File: config.mk
export PLATFORM = sky130hd
export DESIGN_NAME = fifo_with_promote_to_head_core
export DESIGN_NICKNAME = d
export VERILOG_FILES = /design/src/sv/fwp_pkg.sv /design/src/sv/fwp_mem.sv /design/src/sv/fwp_ctrl.sv /design/src/sv/fifo_with_promote_to_head_core.sv
export SDC_FILE = /design/constraint.sdc
export NUM_CORES = 1
export LEC_CHECK = 0
export ABC_AREA = 1
export ABC_CLOCK_PERIOD_IN_PS = 5650
export BUFFER_PORTS_ARGS = -buffer_cell sky130_fd_sc_hd__buf_2
export CORE_ASPECT_RATIO = 0.9
export CORE_UTILIZATION = 30
export CTS_BUF_LIST = sky130_fd_sc_hd__clkbuf_2 sky130_fd_sc_hd__clkbuf_4 sky130_fd_sc_hd__clkbuf_8
export DETAILED_ROUTE_END_ITERATION = 8
export PLACE_DENSITY = 0.43
export SETUP_SLACK_MARGIN = 0.3
export SYNTH_ARGS = -nofsm -noshare
export SYNTH_HDL_FRONTEND = slang
export SYNTH_SLANG_ARGS = --single-unit
File: constraint.sdc
create_clock -name i_clk -period 5.65 [get_ports i_clk]
set_input_delay 1.13 -clock i_clk [delete_from_list [all_inputs] [get_ports i_clk]]
set_output_delay 1.13 -clock i_clk [all_outputs]
set_load 0.1 [all_outputs]
File: src/sv/fwp_pkg.sv
`timescale 1ns / 1ps
package fwp_pkg;

    localparam int DEPTH  = 16;
    localparam int ADDR_W = $clog2(DEPTH);
    localparam int CNT_W  = $clog2(DEPTH + 1);
    localparam int SLOT_W = ADDR_W + 1;

    localparam logic [1:0] OP_PUSH    = 2'd0;
    localparam logic [1:0] OP_POP     = 2'd1;
    localparam logic [1:0] OP_PROMOTE = 2'd2;

    localparam logic [1:0] ST_OK      = 2'd0;
    localparam logic [1:0] ST_EMPTY   = 2'd1;
    localparam logic [1:0] ST_FULL    = 2'd2;
    localparam logic [1:0] ST_NOMATCH = 2'd3;

    localparam logic [3:0] MOVED_MAX = 4'd15;

    typedef struct packed {
        logic [1:0]         op;
        logic signed [31:0] value;
    } t_item;

    typedef struct packed {
        logic [1:0]         status;
        logic signed [31:0] popped_value;
        logic [3:0]         moved_count;
    } t_result;

    typedef struct packed {
        logic              we;
        logic [ADDR_W-1:0] waddr;
        logic [31:0]       wdata;
        logic [ADDR_W-1:0] raddr;
    } t_mem_req;

    // store slot of a queue position, wrapped around the ring
    function automatic logic [ADDR_W-1:0] slot_of(input logic [ADDR_W-1:0] head,
                                                  input logic [ADDR_W-1:0] pos);
        logic [SLOT_W-1:0] s;
        s = {1'b0, head} + {1'b0, pos};
        if (s >= SLOT_W'(DEPTH)) begin
            s = s - SLOT_W'(DEPTH);
        end
        return s[ADDR_W-1:0];
    endfunction

endpackage

File: src/sv/fwp_mem.sv
`timescale 1ns / 1ps
module fwp_mem (
    input  logic              i_clk,
    input  fwp_pkg::t_mem_req i_req,
    output logic [31:0]       o_rdata
);

    logic [31:0] r_store [fwp_pkg::DEPTH];
    logic [31:0] r_rdata;

    always_ff @(posedge i_clk) begin
        if (i_req.we) begin
            r_store[i_req.waddr] <= i_req.wdata;
        end
    end

    always_ff @(posedge i_clk) begin
        r_rdata <= r_store[i_req.raddr];
    end

    assign o_rdata = r_rdata;

endmodule

File: src/sv/fwp_ctrl.sv
`timescale 1ns / 1ps
module fwp_ctrl (
    input  logic              i_clk,
    input  logic              i_rst_n,
    input  logic              start,
    output logic              busy,
    input  fwp_pkg::t_item    i_item,
    output logic              o_strobe,
    output fwp_pkg::t_result  o_result,
    output fwp_pkg::t_mem_req o_req,
    input  logic [31:0]       i_rdata
);

    localparam logic [2:0] S_IDLE   = 3'd0;
    localparam logic [2:0] S_POPRD  = 3'd1;
    localparam logic [2:0] S_PRHEAD = 3'd2;
    localparam logic [2:0] S_SCAN   = 3'd3;
    localparam logic [2:0] S_HDWR   = 3'd4;
    localparam logic [2:0] S_KEYWR  = 3'd5;

    localparam int AW = fwp_pkg::ADDR_W;
    localparam int CW = fwp_pkg::CNT_W;

    logic [2:0]       r_state, n_state;
    logic [CW-1:0]    r_count, n_count;
    logic [AW-1:0]    r_head, n_head;
    logic [AW-1:0]    r_pos, n_pos;
    logic [AW-1:0]    r_wpos, n_wpos;
    logic [CW-1:0]    r_moved, n_moved;
    logic [31:0]      r_key, n_key;
    logic [31:0]      r_hval, n_hval;
    logic             r_strobe, n_strobe;
    fwp_pkg::t_result r_result, n_result;
    fwp_pkg::t_mem_req req;
    logic [3:0]       moved_sat;

    always_comb begin
        if (32'(r_moved) > 32'(fwp_pkg::MOVED_MAX)) begin
            moved_sat = fwp_pkg::MOVED_MAX;
        end else begin
            moved_sat = 4'(r_moved);
        end
    end

    always_comb begin
        n_state  = r_state;
        n_count  = r_count;
        n_head   = r_head;
        n_pos    = r_pos;
        n_wpos   = r_wpos;
        n_moved  = r_moved;
        n_key    = r_key;
        n_hval   = r_hval;
        n_strobe = 1'b0;
        n_result = r_result;
        req.we    = 1'b0;
        req.waddr = fwp_pkg::slot_of(r_head, r_wpos);
        req.wdata = i_rdata;
        req.raddr = r_head;

        unique case (r_state)
            S_IDLE: begin
                if (start) begin
                    n_result = '0;
                    case (i_item.op)
                        fwp_pkg::OP_PUSH: begin
                            n_strobe = 1'b1;
                            if (r_count == CW'(fwp_pkg::DEPTH)) begin
                                n_result.status = fwp_pkg::ST_FULL;
                            end else begin
                                req.we    = 1'b1;
                                req.waddr = fwp_pkg::slot_of(r_head, AW'(r_count));
                                req.wdata = i_item.value;
                                n_count   = r_count + CW'(1);
                            end
                        end
                        fwp_pkg::OP_POP: begin
                            if (r_count == '0) begin
                                n_strobe = 1'b1;
                                n_result.status = fwp_pkg::ST_EMPTY;
                            end else begin
                                n_state = S_POPRD;
                            end
                        end
                        fwp_pkg::OP_PROMOTE: begin
                            if (r_count == '0) begin
                                n_strobe = 1'b1;
                                n_result.status = fwp_pkg::ST_EMPTY;
                            end else if (r_count == CW'(1)) begin
                                n_strobe = 1'b1;
                                n_result.status = fwp_pkg::ST_NOMATCH;
                            end else begin
                                n_key   = i_item.value;
                                n_pos   = AW'(r_count - CW'(1));
                                n_wpos  = AW'(r_count - CW'(1));
                                n_moved = '0;
                                n_state = S_PRHEAD;
                            end
                        end
                        default: begin
                            n_strobe = 1'b1;
                        end
                    endcase
                end
            end
            S_POPRD: begin
                n_strobe = 1'b1;
                n_result.popped_value = i_rdata;
                n_head  = fwp_pkg::slot_of(r_head, AW'(1));
                n_count = r_count - CW'(1);
                n_state = S_IDLE;
            end
            S_PRHEAD: begin
                n_hval    = i_rdata;
                req.raddr = fwp_pkg::slot_of(r_head, r_pos);
                n_state   = S_SCAN;
            end
            S_SCAN: begin
                // pack non-matches toward the tail; write slot never trails the read
                if (i_rdata != r_key) begin
                    req.we = 1'b1;
                    n_wpos = r_wpos - AW'(1);
                end else begin
                    n_moved = r_moved + CW'(1);
                end
                if (r_pos == AW'(1)) begin
                    n_state = S_HDWR;
                end else begin
                    n_pos     = r_pos - AW'(1);
                    req.raddr = fwp_pkg::slot_of(r_head, r_pos - AW'(1));
                end
            end
            S_HDWR, S_KEYWR: begin
                req.we    = 1'b1;
                req.wdata = (r_state == S_HDWR) ? r_hval : r_key;
                if (r_wpos == '0) begin
                    n_strobe = 1'b1;
                    n_result.status = (r_moved == '0) ? fwp_pkg::ST_NOMATCH : fwp_pkg::ST_OK;
                    n_result.moved_count = moved_sat;
                    n_state = S_IDLE;
                end else begin
                    n_wpos  = r_wpos - AW'(1);
                    n_state = S_KEYWR;
                end
            end
            default: begin
                n_state = S_IDLE;
            end
        endcase
    end

    always_ff @(posedge i_clk) begin
        if (!i_rst_n) begin
            r_state  <= S_IDLE;
            r_count  <= '0;
            r_head   <= '0;
            r_strobe <= 1'b0;
        end else begin
            r_state  <= n_state;
            r_count  <= n_count;
            r_head   <= n_head;
            r_strobe <= n_strobe;
        end
    end

    always_ff @(posedge i_clk) begin
        r_pos    <= n_pos;
        r_wpos   <= n_wpos;
        r_moved  <= n_moved;
        r_key    <= n_key;
        r_hval   <= n_hval;
        r_result <= n_result;
    end

    assign busy     = (r_state != S_IDLE);
    assign o_strobe = r_strobe;
    assign o_result = r_result;
    assign o_req    = req;

    a_strobe_idle: assert property (@(posedge i_clk) disable iff (!i_rst_n)
        r_strobe |-> !busy)
        else $error("result beat while busy");

    a_push_one: assert property (@(posedge i_clk) disable iff (!i_rst_n)
        (start && !busy && i_item.op == fwp_pkg::OP_PUSH) |=> r_strobe)
        else $error("push result missing");

    a_pop_two: assert property (@(posedge i_clk) disable iff (!i_rst_n)
        (start && !busy && i_item.op == fwp_pkg::OP_POP && r_count != '0)
        |=> ##1 (r_strobe && r_result.status == fwp_pkg::ST_OK))
        else $error("pop result missing");

    a_scan_order: assert property (@(posedge i_clk) disable iff (!i_rst_n)
        (r_state == S_SCAN) |-> (r_wpos >= r_pos && r_pos != '0))
        else $error("scan write slot behind read slot");

    a_count_bound: assert property (@(posedge i_clk) disable iff (!i_rst_n)
        (r_count == CW'(fwp_pkg::DEPTH) && start && !busy && i_item.op == fwp_pkg::OP_PUSH)
        |=> (r_count == CW'(fwp_pkg::DEPTH) && r_result.status == fwp_pkg::ST_FULL))
        else $error("push accepted on full queue");

endmodule

File: src/sv/fifo_with_promote_to_head_core.sv
`timescale 1ns / 1ps
// channel   ports                     handshake
// command   i_item (op, value)        start, taken when busy is low
// result    o_result (status, popped_value, moved_count)  o_strobe, one cycle
//
// Push, a rejected op and op code 3 answer in the cycle after start; a pop
// waits in state POPRD for the registered read port of the entry store.
// Promote does one read of the head, one read-modify-write per scanned entry
// below the head, then m + 1 fill writes for m matches, all through the
// single write port of the store.
// Reset (synchronous, active low) empties the queue; store contents are kept.
// Results cannot be stalled; a new command may start in the cycle of a result.
module fifo_with_promote_to_head_core (
    input  logic             i_clk,
    input  logic             i_rst_n,
    input  logic             start,
    output logic             busy,
    input  fwp_pkg::t_item   i_item,
    output logic             o_strobe,
    output fwp_pkg::t_result o_result
);

    fwp_pkg::t_mem_req req;
    logic [31:0]       rdata;

    fwp_ctrl u_ctrl (
        .i_clk    (i_clk),
        .i_rst_n  (i_rst_n),
        .start    (start),
        .busy     (busy),
        .i_item   (i_item),
        .o_strobe (o_strobe),
        .o_result (o_result),
        .o_req    (req),
        .i_rdata  (rdata)
    );

    fwp_mem u_mem (
        .i_clk   (i_clk),
        .i_req   (req),
        .o_rdata (rdata)
    );

endmodule

Word level (Yosys, flattened, before mapping)
Memories as Yosys holds them, arrays and structs flattened. A register that Yosys moved wholly into a read port is not among the register bits.
Cells that the tools add are included.
{ "totals": {"regBits": 128, "latch_bits": 0, "ram_bits": 512, "mem_bits_ro": 0, "out_inout_bits": 40, "n_memories": 1} }
{ "memory_table": {"columns": ["memory", "depth", "word_bits", "rd", "rd_ports_with_merged_regs", "wr", "line", "rtl"], "rows": [
  ["u_mem.r_store", 16, 32, 1, 1, 1, "fwp_mem.sv:8", "logic [31:0] r_store [fwp_pkg::DEPTH];"]
]} }
{ "op_classes": {"add_sub_neg": 15, "multipliers": 0, "n_div": 0, "n_lt_le_gt_ge": 6, "eq_ne": 27, "shifts": 0, "n_mux": 64, "n_bitwise": 2, "n_reduce_logical": 19} }
{ "op_table": {"columns": ["operator", "count"], "rows": [
  ["$pmux 32 s2", 2],
  ["$mux 37", 3],
  ["$mux 4", 16],
  ["$mux 5", 8],
  ["$mux 38", 1],
  ["$mux 32", 1],
  ["$ne 32x32->1", 1],
  ["$sub 4x1->4 const B", 7],
  ["$ge 5x5->1 const B", 5],
  ["$pmux 4 s2", 3],
  ["$add 4x4->5", 4],
  ["$pmux 5 s2", 2],
  ["$mux 3", 6],
  ["$ne 2x2->1 const B", 9],
  ["$reduce_and 6->1", 3],
  ["$ne 3x3->1 const B", 4],
  ["$pmux 3 s4", 1],
  ["$pmux 4 s3", 1],
  ["$add 5x1->5 const B", 2],
  ["$logic_not 5->1", 2],
  ["$mux 2", 5],
  ["$mux 1", 9],
  ["$reduce_and 7->1", 1],
  ["$eq 3x2->1 const B", 2],
  ["other kinds (27)", 35]
]} }

Longest topological paths before layout
Gate-level depths: netlist (run 1).
{ "depth": {"word_depth": 9, "depth_mapped": 16, "depth_no_buf": 15} }

Cells and area by module
Synthesis (run 1) repeated with hierarchy kept, for this count alone.
{ "hier_totals": {"cells_unflattened": 2846, "area_unflattened_um2": 29913.7} }
{ "modules_own_cells": {"columns": ["module", "n_inst", "cells_per_inst", "area_each_um2"], "rows": [
  ["fwp_mem", 1, 2120, 22730.6],
  ["fwp_ctrl", 1, 726, 7183.1]
]} }

Worst setup path before layout (run 1)
Ideal clock, no wire load.
{ "synth_timing": {"path_type": "input port to flip-flop", "from": "input port i_item[32] (netlist bit)", "to": "register u_ctrl.r_moved[0] (enable)", "setup_time_ns": 0.355, "t_arrival_ns": 5.258, "required_ns": 5.295, "path_slack_ns": 0.036, "stages": 6, "cell_sequence": "inv_1 > ha_1 > inv_1 > nor4_1 > nor2_1 > a21oi_1"} }
{ "synth_via": {"elab_chain_len": 3} }
{ "synth_rtl": {"columns": ["item", "line", "rtl"], "rows": [
  ["start, declared", "fifo_with_promote_to_head_core.sv:18", "input fwp_pkg::t_item i_item,"],
  ["$eq 2x2->1", "fwp_ctrl.sv:65", "case (i_item.op)"],
  ["$ne 2x2->1 (no line)", null, null],
  ["$reduce_and 6->1 (no line)", null, null],
  ["end signal, assigned", "fwp_ctrl.sv:169", "r_moved <= n_moved;"],
  ["end, declared", "fwp_ctrl.sv:29", "logic [CW-1:0] r_moved, n_moved;"]
]} }
No other way between the ends.
A chain may end at the register's enable or synchronous reset.

Worst setup path in the final report (run 1)
{ "layout_timing": {"from": "register u_ctrl.r_state[0]", "to": "register u_mem.r_rdata[16], in the netlist u_mem.o_rdata[16] (read register of u_mem.r_store)"} }
{ "layout_via": {"elab_chain_len": 2, "elab_cells_between_ends": 3, "classes_between": "eq/ne (2); mux (1)"} }
{ "layout_rtl": {"columns": ["item", "line", "rtl"], "rows": [
  ["start, declared", "fwp_ctrl.sv:24", "logic [2:0] r_state, n_state;"],
  ["start signal, assigned", "fwp_ctrl.sv:159", "r_state <= n_state;"],
  ["$eq 3x2->1", "fwp_ctrl.sv:61", "unique case (r_state)"],
  ["$pmux 4 s2 *", "fwp_ctrl.sv:61", null],
  ["end, declared", "fwp_mem.sv:9", "logic [31:0] r_rdata;"]
]} }
Every way passes the cells marked *; elsewhere a longest branch is shown, timed or not.

==> summary.txt, run 1 <==
Timing
  – Final Setup Violations: 0
  – Layout Skew: 0.0531 ns
  – WHS: roughly 0.48 ns
  – Final period util: 0.769
  – RSZ-0062 raised after global routing: false
  – Final Hold Violating Endpoints: 0
  – Least-Margin Pin Slew: around 1.3 ns
  – Setup WS post-layout: 1.30 ns
  – Fmax: 230 MHz
  – TNS Setup: 0 ns
  – Final Max Slew Viols: 0
  – Slew HR: 0.117
  – Final min period: between 4 and 5 ns

Hold path
  – Min-Delay Path Class: flop to flop

Worst setup path
  – Crit path DAT: 5.05 ns
  – Worst Setup Path Type: flop to flop
  – Worst EP required: 6.35 ns
  – CP Capture Type: flop
  – Worst Setup Start Kind: flop
  – CP max FO: roughly 140

Clock network
  – Post-CTS Setup Bufs: 0
  – Hold_buf cts: 0
  – Cts repair resizes: 0
  – Maximum root-to-sink buffer count: 3
  – Clock sinks: 672
  – H-tree levels: 3
  – Clock transition at path regs: 0.06 ns
  – Number of clock buffers inserted by TritonCTS: 115
  – Root Buffer: clkbuf_8
  – CTS tree: built
  – Skew-Pair Late Insertion Delay: 0.76 ns

Logic synthesis
  – Synth Warn #: 0
  – Top cells by area, synth: edfxtp_1 66%, nand3_1 10%, nand2_1 8.7%
  – Post-synth EDFFs: around 630
  – Post-Syn Nets: 2554
  – Seq cells post-synth: between 600 and 700
  – Post-synthesis average cell area: 11.4 um^2
  – Sequential fraction of the synthesis area: 0.695
  – Post-synth top cells: 660 x nand2_1, 627 x edfxtp_1, 578 x nand3_1, 108 x nor2_1, 91 x inv_1
  – Post-Synthesis Cells: about 2500
  – Dominant cell type by area after synthesis: edfxtp_1
  – Commonest register cell after synthesis: edfxtp_1
  – Distinct cells, synth: 42
  – Async set or reset register ratio after synthesis: 0
  – Area share of the largest cell type after synthesis: 0.663
  – Top-count cell post-synth: nand2_1
  – Post-Syn Area: 28400 um^2

Place
  – Final HPWL DP: between 50000 and 60000 um
  – Port Buf Inserts: 76
  – Pre-CTS setup slack: 1.34 ns
  – Final Wtd Congestion: 0.812
  – Post-place instance area: 30400 um^2
  – Dpl cells: 3736

Global route
  – Vias in the first global route: 19257
  – Grt ovf: 0
  – Antenna violations before repair: 1
  – Largest net degree at the start of global routing: 138
  – Total GRT Usage: 0.185
  – First-pass GRT wire length: around 130000 um

Floorplanning
  – Die area: between 90000 and 100000 um^2
  – Die height: 294 um
  – I/O pin cnt: 77
  – Die Width: roughly 330 um
  – Initial core utilization: 0.304
  – Row Count: 106
  – Core ar.: 93400 um^2

Power and ir drop
  – Pwr dens: slightly above 400 nW/um^2
  – Total Power: between 10 and 15 mW
  – Lkg Pwr: 12.0 nW
  – VDD IR-drop max: between 200 and 250 uV

Finish
  – Final instance area: 32800 um^2
  – Cell Count, Final, Fillers Out: 3950
  – Fin util: 0.351
  – Layout cells sized above 1: 0.145
  – # fillers: 9232
  – Layout area overhead: 15.5%
  – Nets@finish: 2680

Routing
  – DRC Markers: 0
  – Detailed Routing Iterations Pass 1: 5
  – DR vias: 19640
  – Detailed Route Iter0 Violations: approximately 1700
  – Wire per inst: 22.7 um
  – Antenna viol nets, final: 0
  – Post-DR vias/cell: 4.97
  – Wirelength, routed: 89700 um

Flow run
  – Max_cap viols: 0

Run status
  – Status: complete, no violations
-- registers in the layout, summed over array words and instances, names as in the netlist, 4 cells and up --
| signal | cells |
|---|---|
| u_ctrl.r_pos | 4 |
| u_ctrl.r_count | 5 |
| u_ctrl.r_head | 4 |
| u_mem.o_rdata | 32 |
| u_ctrl.r_hval | 32 |
| u_ctrl.r_wpos | 4 |
| u_mem.r_store | 512 |
| u_ctrl.r_moved | 5 |
| u_ctrl.r_key | 32 |
| u_ctrl.o_result | 38 |
-- kinds of logic after synthesis --
| family | synth area share |
|---|---|
| XOR/XNOR | 0.0105 |
| adder cells (fa/ha/maj) | 0.0147 |
| flip-flops | 0.695 |
| AND/OR/NAND/NOR | 0.211 |
| AO/OA/AOI/OAI | 0.0286 |
| buffers and inverters | 0.0396 |
| multiplexers | 0.000397 |
-- cell type report --
| type | count | area [um^2] | share of cell area |
|---|---|---|---|
| flip-flops and latches | 672 | 19700 | 0.602 |
| multi-input cells | 1572 | 7740 | 0.236 |
| clock buffers | 169 | 2080 | 0.0633 |
| well taps | 1242 | 1550 | 0.0474 |
| repair buffers | 151 | 1020 | 0.0311 |
| inverters | 100 | 377 | 0.0115 |
| clock inverters | 43 | 299 | 0.00912 |
| diodes | 1 | 2.50 | 0.0000763 |
-- per-layer routing --
| metal | global-route usage | wire [um] |
|---|---|---|
| met2 | 0.274 | 38800 |
| met3 | 0.0285 | 5050 |
| met4 | 0.0422 | 1600 |
| met5 | 0 | 0 |
| met1 | 0.282 | 44300 |
-- worst paths after layout --
check / start / depth (start not counted) / endpoint / slack, ns
max reg2reg: u_ctrl.r_state[0]$_SDFFE_PN0P_ / 12 / u_mem.o_rdata[16]$_DFF_P_ / 1.30
max: u_ctrl.r_state[0]$_SDFFE_PN0P_ / 12 / u_mem.o_rdata[16]$_DFF_P_ / 1.30
min: u_mem.o_rdata[13]$_DFF_P_ / 0 / u_ctrl.r_hval[13]$_DFFE_PP_ / 0.48
min reg2reg: u_mem.o_rdata[13]$_DFF_P_ / 0 / u_ctrl.r_hval[13]$_DFFE_PP_ / 0.48
-- placed cells by master, fill, tap and decap left out, drive strengths merged, types with 2 or more instances in the layout --
cell / synthesis / layout
nand2: 665 / 665
edfxtp: 627 / 627
nand3: 582 / 582
clkbuf: 42 / 169
buf: 100 / 151
nor2: 111 / 111
inv: 98 / 100
o21ai: 56 / 56
dfxtp: 45 / 45
clkinv: 2 / 39
a21oi: 36 / 36
xnor2: 27 / 27
ha: 27 / 27
o221ai: 20 / 20
o211ai: 13 / 13
xor2: 7 / 7
nor3: 5 / 5
nand4: 5 / 5
a31oi: 4 / 4
fa: 4 / 4
bufinv: 0 / 3
o21bai: 2 / 2
nor4: 2 / 2
-- worst max-delay path, stage by stage (launching register included) --
cell and delay [ns]:
dfxtp_2 0.69, buf_4 0.40, nand4_4 0.16, nand2_1 0.13, clkinv_2 0.59, nand2_8 0.94, buf_12 0.41, nand2_1 0.09
nand3_1 0.10, nand3_1 0.18, nand2_1 0.14, nand3_1 0.08, nand2_1 0.11
-- report_power, final --
group          leakage [nW]  switching, mW  internal [mW]
Combinational          4.69           1.93          0.559
Sequential             6.08          0.174           5.99
Clock                  1.27           2.06           2.49
Note: power is estimated with default switching activity, not from simulation.
==> run 2, diff against run 1 <==
--- a/config.mk
+++ b/config.mk
@@ -5,14 +5,14 @@
 export SDC_FILE = /design/constraint.sdc
 export NUM_CORES = 1
 export LEC_CHECK = 0
-export ABC_AREA = 1
-export ABC_CLOCK_PERIOD_IN_PS = 5650
+export ABC_AREA = 0
+export ABC_CLOCK_PERIOD_IN_PS = 4000
 export BUFFER_PORTS_ARGS = -buffer_cell sky130_fd_sc_hd__buf_2
 export CORE_ASPECT_RATIO = 0.9
 export CORE_UTILIZATION = 30
 export CTS_BUF_LIST = sky130_fd_sc_hd__clkbuf_2 sky130_fd_sc_hd__clkbuf_4 sky130_fd_sc_hd__clkbuf_8
 export DETAILED_ROUTE_END_ITERATION = 8
-export PLACE_DENSITY = 0.43
+export PLACE_DENSITY = 0.41
 export SETUP_SLACK_MARGIN = 0.3
 export SYNTH_ARGS = -nofsm -noshare
 export SYNTH_HDL_FRONTEND = slang
==> constraint.sdc (replaced) <==
create_clock -name i_clk -period 4 [get_ports i_clk]
set_input_delay 0.8 -clock i_clk [delete_from_list [all_inputs] [get_ports i_clk]]
set_output_delay 0.8 -clock i_clk [all_outputs]
set_load 0.1 [all_outputs]
==> summary.txt, run 2 <==
Worst setup path
  – Crit path DAT: 4.01 ns (-1.04 ns)
  – CP Capture Type: flop
  – R2R Setup Slk: 0.44 ns (-0.86 ns)
  – Worst EP required: 4.45 ns (-1.90 ns)
  – Worst Setup Start Kind: flop
  – Worst reg2reg path depth: 8 (-4)
  – CP max FO: 32 (-77%)
  – Worst Setup Path Type: flop to flop

Logic synthesis
  – Post-Synthesis Cells: 1642 (-34%)
  – Commonest register cell after synthesis: edfxtp_1
  – Top cells by area, synth: edfxtp_1 67%, mux2i_1 19%, dfxtp_1 3.2%
  – Post-synth EDFFs: 627 (unchanged)
  – Post-Syn Nets: 1710 (-33%)
  – Synth Warn #: 0 (unchanged)
  – Post-synthesis average cell area: 17.0 um^2 (+49%)
  – Area share of the largest cell type after synthesis: 0.674 (+0.0114)
  – Dominant cell type by area after synthesis: edfxtp_1
  – Async set or reset register ratio after synthesis: 0 (unchanged)
  – Post-Syn Area: 27900 um^2 (-1.7%)
  – Distinct cells, synth: 52 (+24%)
  – Seq cells post-synth: 672 (unchanged)
  – Post-synth top cells: 627 x edfxtp_1, 518 x mux2i_1, 63 x nor2_1, 46 x buf_2, 46 x xnor2_1
  – Top-count cell post-synth: edfxtp_1
  – Sequential fraction of the synthesis area: 0.707 (+0.0119)

Routing
  – Wire per inst: 24.2 um (+6.3%)
  – Post-DR vias/cell: 4.65 (-6.4%)
  – Met2 WL post-DR: 33700 um (-13%)
  – DRC Markers: 0 (unchanged)
  – Highest routed layer: met4
  – Met3 WL: 2770 um (-45%)
  – Wirelength, routed: 76500 um (-15%)
  – M1 wire length: 38600 um (-13%)
  – Antenna viol nets, final: 0 (unchanged)
  – Detailed Route Iter0 Violations: 985 (-43%)
  – Detailed Routing Iterations Pass 1: 4 (-1)
  – DR vias: 14740 (-25%)

Clock network
  – H-tree levels: 3 (unchanged)
  – Number of clock buffers inserted by TritonCTS: 114 (-0.87%)
  – Skew-Pair Late Insertion Delay: 0.76 ns (about the same)
  – Post-CTS Setup Bufs: 0 (unchanged)
  – CTS tree: built
  – Root Buffer: clkbuf_8
  – Maximum root-to-sink buffer count: 3 (unchanged)
  – Clock transition at path regs: 0.07 ns (about the same)
  – Clock sinks: 672 (unchanged)

Finish
  – Most common cell after layout, fill and taps aside: edfxtp_1
  – Layout area overhead: 18.6%
  – Max reg flops: 512 (unchanged)
  – Largest Register: u_mem.r_store
  – Register area: 19700 um^2 (about the same)
  – Most frequent cells in the layout: 627 x edfxtp_1, 517 x mux2i_1, 124 x clkbuf_8, 76 x buf_2, 62 x nor2_1
  – Fin util: 0.361 (+0.00986)
  – # fillers: 8663 (-6.2%)
  – Footprint of the multi-input gates: 7980 um^2 (+3.0%)
  – Nets@finish: 1907 (-29%)
  – Layout cells sized above 1: 0.205 (+0.0603)

Hold path
  – Min-Delay Path Depth: 1 (+1)
  – Min-Delay Path Class: input port to flop

Timing
  – RSZ-0062 raised after global routing: true
  – Final Setup Violations: 0 (unchanged)
  – Fmax: 281 MHz (+22%)
  – Least-Margin Pin Slew: 1.02 ns (-0.297 ns)
  – Slew HR: 0.314 (+0.197)
  – Final period util: 0.890 (+0.121)
  – Final Max Slew Viols: 0 (unchanged)
  – TNS Setup: 0 ns (unchanged)
  – Final min period: 3.56 ns (-0.787 ns)
  – Layout Skew: 0.0496 ns (-0.00347 ns)
  – Final Hold Violating Endpoints: 0 (unchanged)

Floorplanning
  – Initial core utilization: 0.304 (+0.000324)
  – Die height: 291 um (-0.84%)
  – Die Width: 324 um (-0.84%)
  – I/O pin cnt: 77 (unchanged)
  – Die area: 94300 um^2 (-1.7%)
  – Core ar.: 91700 um^2 (-1.8%)
  – Row Count: 105 (-0.94%)

Power and ir drop
  – Pwr dens: 495 nW/um^2 (+23%)
  – Reg power frac: 0.494 (+0.028)
  – Switching pwr: 4.23 mW (+1.5%)
  – VDD IR-drop max: 278 uV (+19%)
  – Lkg Pwr: 12.8 nW (+6.6%)
  – Pint: 12.2 mW (+34%)
  – Gate power share: 0.112 (-0.077)
  – Net Sw Frac: 0.258 (-0.0574)
  – Clock share of power: 0.394 (+0.049)

Flow run
  – Max_cap viols: 0 (unchanged)

Global route
  – First-pass GRT wire length: 109000 um (-17%)
  – Grt ovf: 0 (unchanged)
  – Total GRT Usage: 0.163 (-0.0225)
  – Antenna violations before repair: 5 (+4)
  – Vias in the first global route: 15320 (-20%)
  – Largest net degree at the start of global routing: 61 (-56%)

Run status
  – Status: complete, no violations

Place
  – Final Wtd Congestion: 0.734 (-9.6%)
  – Final HPWL DP: 47300 um (-12%)
  – Port Buf Inserts: 76 (unchanged)
-- run 2: cell types whose count changed in the layout (fill, tap and decap cells not counted), sizes merged, moves of 13 or more --
cell    change
o21ai      -47
and2       +33
nand3     -579
o211ai     -13
a221o      +33
inv        -78
nor2       -47
o221ai     -20
a21oi      -19
xnor2      +21
mux2i     +519
nand2     -648
nor3       +23
-- run 2: final timing paths --
| kind | start | end |
|---|---|---|
| hold / removal | i_item[27] | u_ctrl.r_key[27]$_DFFE_PP_ |
| hold reg to reg | u_mem.o_rdata[14]$_DFF_P_ | u_ctrl.r_hval[14]$_DFFE_PP_ |
| setup / recovery | u_ctrl.r_count[0]$_SDFFE_PN0P_ | u_mem.r_store[10][15]$_DFFE_PP_ |
| setup reg to reg | u_ctrl.r_count[0]$_SDFFE_PN0P_ | u_mem.r_store[10][15]$_DFFE_PP_ |
-- run 2: per-stage QoR --
step	hold slack (ns)	instances	power [mW]	area, um^2	worst slack, ns
floorplan	0.466	1642	9.45	28000	0.0650
global placement	0.492	2953	10.1	30700	0.225
detailed placement	0.501	2953	10.1	30700	0.214
CTS	0.149	3167	16.6	33100	0.406
global route	0.169	3168	17.0	33100	0.263
finish	0.233	3168	16.4	33100	0.441
-- run 2: cell families (layout without fill, tap and decap cells) --
logic type,after synthesis,count (layout),share of synthesized area
other,0,1,0
XOR/XNOR,59,59,0.0193
multiplexers,519,519,0.186
adder cells (fa/ha/maj),31,31,0.0150
AO/OA/AOI/OAI,84,84,0.0233
buffers and inverters,99,394,0.0174
AND/OR/NAND/NOR,178,178,0.0322
flip-flops,672,672,0.707
-- run 2: worst max-delay path, cell delays in order (launching register included) --
cell	delay (ns)
dfxtp_1	0.50
inv_1	0.15
ha_1	0.29
a31oi_1	0.34
and3_2	0.34
mux2i_2	0.48
xor2_2	0.79
nor3_4	0.11
buf_12	0.26
-- run 2: repair_timing --
| item | 4_1_cts | 5_1_grt |
|---|---|---|
| setup endpoints to repair | 0 | 86 |
| resized for setup | 0 | 1 |
| hold buffers | 0 | 0 |
-- run 2: per-layer routing --
layer	vias up	track usage
met5	-	0
met4	0	0.0411
met3	114	0.0262
met2	281	0.245
met1	7557	0.242
li1	6788	-
-- run 2: cell type report --
cell class	count	share of cell area
Antenna cell	1	0.0000756
Clock buffer	176	0.0633
Clock inverter	38	0.00990
Inverter	19	0.00215
Multi-Input combinational cell	871	0.241
Sequential cell	672	0.596
Tap cell	1230	0.0465
Timing Repair Buffer	161	0.0413
-- run 2: power by group through the flow --
| stage | Sequential (mW) | Combinational [mW] | Clock (mW) |
|---|---|---|---|
| global placement | 8.25 | 1.85 | 0 |
| detailed placement | 8.25 | 1.86 | 0 |
| floorplan | 8.53 | 0.917 | 0 |
| global route | 8.12 | 1.95 | 6.94 |
| finish | 8.10 | 1.83 | 6.45 |
| CTS | 8.10 | 1.86 | 6.67 |
==> run 3, diff against run 2 <==
--- a/config.mk
+++ b/config.mk
@@ -9,10 +9,10 @@
 export ABC_CLOCK_PERIOD_IN_PS = 4000
 export BUFFER_PORTS_ARGS = -buffer_cell sky130_fd_sc_hd__buf_2
 export CORE_ASPECT_RATIO = 0.9
-export CORE_UTILIZATION = 30
+export CORE_UTILIZATION = 32
 export CTS_BUF_LIST = sky130_fd_sc_hd__clkbuf_2 sky130_fd_sc_hd__clkbuf_4 sky130_fd_sc_hd__clkbuf_8
 export DETAILED_ROUTE_END_ITERATION = 8
-export PLACE_DENSITY = 0.41
+export PLACE_DENSITY = 0.43
 export SETUP_SLACK_MARGIN = 0.3
 export SYNTH_ARGS = -nofsm -noshare
 export SYNTH_HDL_FRONTEND = slang
==> summary.txt, run 3 (same netlist as run 2, synthesis figures left out) <==
Clock network
  – H-tree levels: 3 (unchanged)
  – Clock transition at path regs: 0.06 ns (about the same)
  – CTS tree: built
  – Hold_buf cts: 0 (unchanged)
  – Clock sinks: 672 (unchanged)
  – Skew-Pair Late Insertion Delay: 0.77 ns (about the same)
  – Maximum root-to-sink buffer count: 3 (unchanged)
  – Number of clock buffers inserted by TritonCTS: 116 (+1.8%)
  – Root Buffer: clkbuf_8

Worst setup path
  – Slowest cell delay on critical path: 0.49 ns (-0.30 ns)
  – CP delay by family, top: simple AND/OR/NAND/NOR gates
  – Worst Setup Path Type: flop to flop
  – CP max FO: 15 (-53%)
  – Crit path DAT: 4.02 ns (about the same)
  – Crit path max-delay cell type: dfxtp_1
  – CP startpoint: u_ctrl.r_count[0]$_SDFFE_PN0P_
  – Worst Setup Start Kind: flop
  – Worst EP required: 4.42 ns (-0.03 ns)
  – RR Startpoint: u_ctrl.r_count[0]$_SDFFE_PN0P_
  – Bufs and invs on worst path: 2 (unchanged)
  – Cell Chain, Critical Path: inv_1, ha_1, a31oi_1, and3_2, mux2i_2, xnor2_2, nor3_4, buf_4
  – CP Capture Type: flop

Place
  – Final HPWL DP: 45700 um (-3.3%)
  – Port Buf Inserts: 76 (unchanged)
  – Final Wtd Congestion: 0.758 (+3.3%)
  – Post-place instance area: 30600 um^2 (-0.33%)

Routing
  – Detailed Route Iter0 Violations: 1049 (+6.5%)
  – Wire per inst: 24.0 um (-0.42%)
  – Antenna viol nets, final: 0 (unchanged)
  – DR vias: 14727 (-0.088%)
  – Detailed Routing Iterations Pass 1: 5 (+1)
  – Wirelength, routed: 74200 um (-3.0%)
  – DRC Markers: 0 (unchanged)
  – Post-DR vias/cell: 4.77 (+2.5%)

Power and ir drop
  – Lkg Pwr: 12.8 nW (-0.61%)
  – Gate power share: 0.110 (-0.002)
  – Pwr dens: 492 nW/um^2 (-0.55%)
  – VDD IR-drop max: 219 uV (-21%)
  – Reg power frac: 0.500 (+0.006)
  – Clock share of power: 0.390 (-0.004)
  – Pint: 12.0 mW (-1.2%)
  – Net Sw Frac: 0.260 (+0.00129)
  – Switching pwr: 4.21 mW (-0.52%)

Hold path
  – Hold Startpoint: i_item[8]
  – Min-Delay Path Class: input port to flop

Finish
  – Layout cells sized above 1: 0.192 (-0.0134)
  – Layout area overhead: 18.1%
  – Largest Register: u_mem.r_store
  – Final instance area: 33000 um^2 (-0.46%)
  – Nets@finish: 1907 (unchanged)
  – Most common cell after layout, fill and taps aside: edfxtp_1
  – # fillers: 8112 (-6.4%)
  – Most frequent cells in the layout: 627 x edfxtp_1, 517 x mux2i_1, 120 x clkbuf_8, 76 x buf_2, 62 x nor2_1
  – Max reg flops: 512 (unchanged)

Floorplanning
  – Die area: 88400 um^2 (-6.2%)
  – I/O pin cnt: 77 (unchanged)
  – Die height: 282 um (-3.2%)
  – Row Count: 102 (-2.9%)
  – Core ar.: 86300 um^2 (-5.9%)
  – Die Width: 313 um (-3.2%)
  – Initial core utilization: 0.324 (+0.0192)

Global route
  – Total GRT Usage: 0.169 (+0.00593)
  – First-pass GRT wire length: 107000 um (-2.2%)
  – Largest net degree at the start of global routing: 59 (-3.3%)
  – Antenna violations before repair: 5 (unchanged)
  – Grt ovf: 0 (unchanged)
  – Vias in the first global route: 15065 (-1.7%)

Timing
  – Fmax: 278 MHz (-1.1%)
  – Layout Skew: 0.0474 ns (-0.00220 ns)
  – RSZ-0062 raised after global routing: true
  – Final period util: 0.900 (+0.0102)
  – Slew HR: 0.283 (-0.0313)
  – Final Setup Violations: 0 (unchanged)
  – Least-Margin Pin Slew: 1.07 ns (+0.0467 ns)
  – Final min period: 3.60 ns (+0.0409 ns)
  – Final Hold Violating Endpoints: 0 (unchanged)
  – Final Max Slew Viols: 0 (unchanged)
  – TNS Setup: 0 ns (unchanged)

Run status
  – Status: complete, no violations

Flow run
  – Max_cap viols: 0 (unchanged)
## run 3: cell types whose count changed in the layout (fill, tap and decap cells not counted), sizes merged
cell	previous run	this run
clkinv	29	44
clkbuf	176	158
bufinv	4	5
inv	22	26
buf	161	159
diode	1	6
## run 3: metrics by stage
step	power, mW	setup WS (ns)	std cells	hold WS [ns]	util
floorplan	9.45	0.0650	1642	0.466	-
global placement	10.1	0.202	2865	0.489	0.354
detailed placement	10.1	0.180	2865	0.491	0.354
CTS	16.5	0.392	3081	0.139	0.382
global route	16.8	0.232	3087	0.150	0.382
finish	16.2	0.400	3087	0.225	0.382
## run 3: final cells by class
type	instances	area (um^2)	area share
inverters	19	71.3	0.00216
well taps	1144	1430	0.0434
clock buffers	158	1940	0.0588
multi-input cells	871	7980	0.242
diodes	6	15.0	0.000455
clock inverters	58	418	0.0127
flip-flops and latches	672	19700	0.599
repair buffers	159	1380	0.0418
## run 3: worst paths after layout
check	endpoint	slack (ns)	cells after the start
max	u_mem.r_store[4][7]$_DFFE_PP_	0.40	8
min	u_ctrl.r_key[8]$_DFFE_PP_	0.22	1
max reg2reg	u_mem.r_store[4][7]$_DFFE_PP_	0.40	8
min reg2reg	u_ctrl.r_hval[9]$_DFFE_PP_	0.50	0
## run 3: per-layer routing
metal | vias up | part of all wire | GRT usage
met1 | 7518 | 0.47 | 0.230
met2 | 276 | 0.46 | 0.270
met5 | - | 0.00011 | 0
met4 | 2 | 0.025 | 0.0524
met3 | 129 | 0.040 | 0.0326
li1 | 6802 | - | -
## run 3: power by group through the flow
| stage | Sequential [mW] | Combinational (mW) | Clock (mW) |
|---|---|---|---|
| 2_1_floorplan | 8.53 | 0.917 | 0 |
| 3_3_place_gp | 8.25 | 1.80 | 0 |
| 5_1_grt | 8.12 | 1.91 | 6.82 |
| 4_1_cts | 8.11 | 1.82 | 6.54 |
| 3_5_place_dp | 8.25 | 1.82 | 0 |
| 6_report | 8.11 | 1.78 | 6.33 |
## run 3: what timing repair did
item	in CTS	in global routing
resized for setup	0	1
setup endpoints to repair	0	232
hold endpoints to repair	0	0
setup buffers	0	0
